### src/rtl/swz_pkg.sv
// ----------------------------------------------------------------------------
// swz_pkg: shared types and constants of the sliding-window z-score detector
// Holds the sequencer states, divider request type, field widths and limits.
// ----------------------------------------------------------------------------
`default_nettype none
package swz_pkg;
  localparam int unsigned DataW   = 32;
  localparam int unsigned ThrW    = 16;
  localparam int unsigned MinFill = 10;
  localparam logic [ThrW-1:0] ThrReset = 16'd1280;

  typedef enum logic [3:0] {
    StIdle,
    StSumRd,
    StSumAcc,
    StMeanDiv,
    StVarRd,
    StVarAcc,
    StVarDiv,
    StSqrt,
    StZDiv,
    StFinish,
    StOut
  } state_e;

  // Request to the shared divider.
  typedef struct packed {
    logic        start;
    logic [127:0] dividend;
    logic [63:0]  divisor;
    logic [7:0]   steps;
  } div_req_t;
endpackage
`default_nettype wire

### src/rtl/swz_div.sv
// ----------------------------------------------------------------------------
// swz_div: shared restoring divider
// Takes one quotient bit per cycle; the dividend is aligned so that the
// requested number of steps covers its significant bits.
// ----------------------------------------------------------------------------
`default_nettype none
module swz_div
  import swz_pkg::*;
(
  input  wire logic         clk_i,
  input  wire logic         rst_ni,
  input  wire div_req_t     req_i,
  output logic              busy_o,
  output logic [127:0]      quot_o
);
  logic [127:0] num_q, num_d;
  logic [63:0]  rem_q, rem_d, div_q;
  logic [7:0]   cnt_q, cnt_d;
  logic [64:0]  trial;

  // The dividend is left-aligned by the caller: only its top "steps" bits
  // are shifted through the remainder.
  always_comb begin
    num_d = num_q;
    rem_d = rem_q;
    cnt_d = cnt_q;
    trial = {rem_q, num_q[127]} - {1'b0, div_q};
    if (req_i.start) begin
      num_d = req_i.dividend;
      rem_d = '0;
      cnt_d = req_i.steps;
    end else if (cnt_q != 8'd0) begin
      if (!trial[64]) rem_d = trial[63:0];
      else            rem_d = {rem_q[62:0], num_q[127]};
      num_d = {num_q[126:0], ~trial[64]};
      cnt_d = cnt_q - 8'd1;
    end
  end

  always_ff @(posedge clk_i or negedge rst_ni) begin
    if (!rst_ni) begin
      cnt_q <= '0;
    end else begin
      cnt_q <= cnt_d;
    end
  end

  always_ff @(posedge clk_i) begin
    num_q <= num_d;
    rem_q <= rem_d;
    if (req_i.start) div_q <= req_i.divisor;
  end

  assign busy_o = (cnt_q != 8'd0);
  assign quot_o = num_q;
endmodule
`default_nettype wire

### config.mk
export PLATFORM = sky130hd
export DESIGN_NAME = swz_div
export DESIGN_NICKNAME = d
export VERILOG_FILES = /design/src/rtl/swz_pkg.sv /design/src/rtl/swz_div.sv
export SDC_FILE = /design/constraint.sdc
export NUM_CORES = 1
export LEC_CHECK = 0
export ABC_CLOCK_PERIOD_IN_PS = 3900
export BUFFER_PORTS_ARGS = -buffer_cell sky130_fd_sc_hd__buf_2
export CORE_UTILIZATION = 50
export CTS_CLUSTER_DIAMETER = 150
export DETAILED_ROUTE_END_ITERATION = 12
export PLACE_DENSITY = 0.89
export SYNTH_ARGS = -nofsm -noshare
export SYNTH_HDL_FRONTEND = slang
export SYNTH_SLANG_ARGS = --single-unit
### constraint.sdc
create_clock -name clk_i -period 3.9 [get_ports clk_i]
set_input_delay 0.585 -clock clk_i [delete_from_list [all_inputs] [get_ports clk_i]]
set_output_delay 0.585 -clock clk_i [all_outputs]
set_load 0.05 [all_outputs]
==> impl_metrics.json <==
{
  "synth-main-ff-cell": "edfxtp_1",
  "cell_internal_pwr_mw": 5.50,
  "synth_largest_type_area_fraction": 0.395,
  "max_rail_drop_vdd_v": 0.000381,
  "start_util": 0.509,
  "synth.ff_latch_count": 264,
  "criticalPathCategory": "register to register",
  "power.leakage_nw": 7.80,
  "ys.warnings.count": 0,
  "syn_area_um2": 14600,
  "core_area_um2": 28700,
  "clock-sinks": 264,
  "htree_num_levels": 1,
  "asyncSetResetFlopFracSynth": 0.0303,
  "post-synth-top-count-cell": "edfxtp_1",
  "finalMaxSlewViolations": 0,
  "routed_wirelength_mm": 42.2,
  "synth_enable_flop_cells": 192,
  "hold_ws_ps": 172,
  "power.sequential.fraction": 0.429,
  "synth_top_cells_by_count": "edfxtp_1 (192), mux2_2 (128), nand2_1 (107)",
  "timing.clock.skew_ps": 40.2,
  "timing.critical_path.fanout_max": 20,
  "critPathRequiredTime_ps": 4340,
  "post-synth-top-area-cell": "edfxtp_1",
  "residual_antenna_violating_net_count_after_detailed_routing": 0,
  "power_per_cell_area_nw_per_um2": 454,
  "cts_inserted_buffers": 29,
  "max-cap-violations": 0,
  "worstSetupEndpointType": "register",
  "clock_power_share": 0.350,
  "drt_iter0_markers": 910,
  "power.switching_mw": 2.53,
  "power.share.switching": 0.315,
  "synthDistinctLibCells": 68,
  "grt_max_degree": 129,
  "postSynthNetCount": 1668,
  "placer_congestion_estimate": 0.983,
  "cp_top_family": "compound AO/OA/AOI/OAI gates",
  "finalHoldViolCount": 0,
  "die-area_um2": 29900,
  "cp.buffers_inverters": 2,
  "io-pin-count": 332,
  "floorplan.rows": 62,
  "syn_inst": 1399,
  "groute.usage.overall": 0.275,
  "number_of_antenna_violations_at_the_first_check_in_global_routing": 19,
  "outcome": "finished clean",
  "timing.final.crit_period_ps": 3610,
  "grt-ovfl-total": 0,
  "critical_path_launch_point_type": "register",
  "timing.critical_path.arrival_ps": 4060,
  "die_w_um": 173,
  "setup-tns-final_ps": 0,
  "nets": 1968,
  "hpwl_detailed_mm": 30.9,
  "tightest_slew_ps": 780,
  "synth-seq-area-share": 0.496,
  "worst_skew_pair.late_latency_ps": 580,
  "area_delta_synth_final_pct": 21.2,
  "drc": 0,
  "tritoncts_clock_tree": "done",
  "number_of_vias_after_detailed_routing": 12400,
  "slowest_cp_cell": "o31ai_4",
  "clock-root-buffer": "clkbuf_16",
  "number_of_global_route_vias_before_repair": 12500,
  "hold_path_class": "input pin to register",
  "post-route-period-util": 0.926,
  "clock_path_buffers": 3,
  "portBuffers": 331,
  "delay_of_the_slowest_critical_path_stage_ps": 460,
  "wl_per_cell_um": 19.9,
  "detail_route.first_pass.iterations": 5,
  "grt_pass1_wl_mm": 65.6,
  "synth_top_cells_by_area": "edfxtp_1 (39%), mux2_2 (9.9%), dfxtp_1 (8.8%)",
  "syn_avg_cell_area_um2": 10.4,
  "path_clk_slew_ps": 60,
  "avgViaCountPerCell": 5.81,
  "setup_violations": 0,
  "rel_slew_slack": 0.480,
  "achievable-frequency_mhz": 277,
  "crit_chain": "inv_1 > ha_1 > fa_1 > nor2b_1 > o311a_1 > o21ai_1 > a21oi_1 > o2111ai_1 > a21oi_2 > o31ai_4 > xor2_4 > buf_4 > nor3_1 > nor4_1",
  "power.combinational.fraction": 0.220,
  "drive_gt1_frac": 0.310,
  "chip_height_um": 173
}
stage by stage:
step	utilization	cells	area (µm²)	total power [mW]	setup WS (ps)
5_1_grt	0.616	2125	17700	8.30	-80.8
2_1_floorplan	-	1399	14600	4.72	51.8
3_3_place_gp	0.581	2051	16700	5.19	432
3_5_place_dp	0.581	2051	16700	5.23	319
6_report	0.616	2125	17700	8.02	288
4_1_cts	0.614	2106	17600	8.04	305
power groups by stage:
stage | Sequential, mW | Combinational, mW | Clock (mW)
floorplan | 3.98 | 0.740 | 0
global placement | 3.48 | 1.71 | 0
detailed placement | 3.50 | 1.74 | 0
CTS | 3.45 | 1.75 | 2.84
global route | 3.47 | 1.88 | 2.95
finish | 3.45 | 1.77 | 2.81
logic make-up after synthesis:
group,count (synthesis),synth area share
buffers and inverters,168,0.0438
AOI/OAI and AO/OA,274,0.121
xor gates and xnor gates,63,0.0383
DFF,264,0.496
muxes,132,0.101
adders and majority gates,66,0.0571
and+or+nand+nor,432,0.142
layout make-up:
type / count / area [µm²]
flip-flops and latches: 264 / 7250
clock buffers: 41 / 801
diodes: 19 / 47.5
well taps: 384 / 480
multi-input cells: 967 / 6760
fillers: 2328 / 11000
clock inverters: 13 / 161
inverters: 87 / 330
repair buffers: 350 / 1860
path summary, 6_finish.rpt:
check	start	endpoint	slack [ps]	cells after the start
max reg2reg	quot_o[127]$_DFFE_PP_	rem_q[5]$_SDFFE_PP0P_	290	14
min in group asynchronous	rst_ni	cnt_q[4]$_DFFE_PN0P_	390	2
max in group asynchronous	rst_ni	cnt_q[7]$_DFFE_PN0P_	3340	2
max	quot_o[127]$_DFFE_PP_	rem_q[5]$_SDFFE_PP0P_	290	14
min	req_i[20]	div_q[12]$_DFFE_PP_	170	1
min reg2reg	rem_q[50]$_SDFFE_PP0P_	rem_q[50]$_SDFFE_PP0P_	490	2
flip-flops by register name, summed over array words and instances, names as in the netlist:
register / cells
cnt_q: 8
quot_o: 128
div_q: 64
rem_q: 64
layout by cell type, fill, tap and decap left out, types with 10 or more instances in the layout:
cell       instances
a21o_1            29
a21oi_1           85
a31oi_1           13
and3_1            10
buf_2            330
buf_4             14
clkbuf_16         29
dfxtp_1           64
diode_2           19
edfxtp_1         192
ha_1              65
inv_1             85
mux2_2           128
nand2_1          107
nand3_1           15
nand4_1           19
nor2_1            93
nor3_1           101
nor4_1            52
o21ai_0           41
o21ai_1           16
o21bai_1          12
xnor2_1           33
xor2_1            28
routing by layer:
metal | up-vias | global-route usage | wire length, µm
met4 | 0 | 0.160 | 2200
met2 | 558 | 0.466 | 20700
met5 | - | 0 | 0
li1 | 5793 | - | -
met3 | 117 | 0.0759 | 3560
met1 | 5886 | 0.310 | 15800
timing repair:
action | in CTS | in global routing
hold buffers | 1 | 0
hold endpoints to repair | 8 | 0
resized for setup | 0 | 1
setup buffers | 0 | 0
setup endpoints to repair | 0 | 6
(Power assumes the default switching activity.)
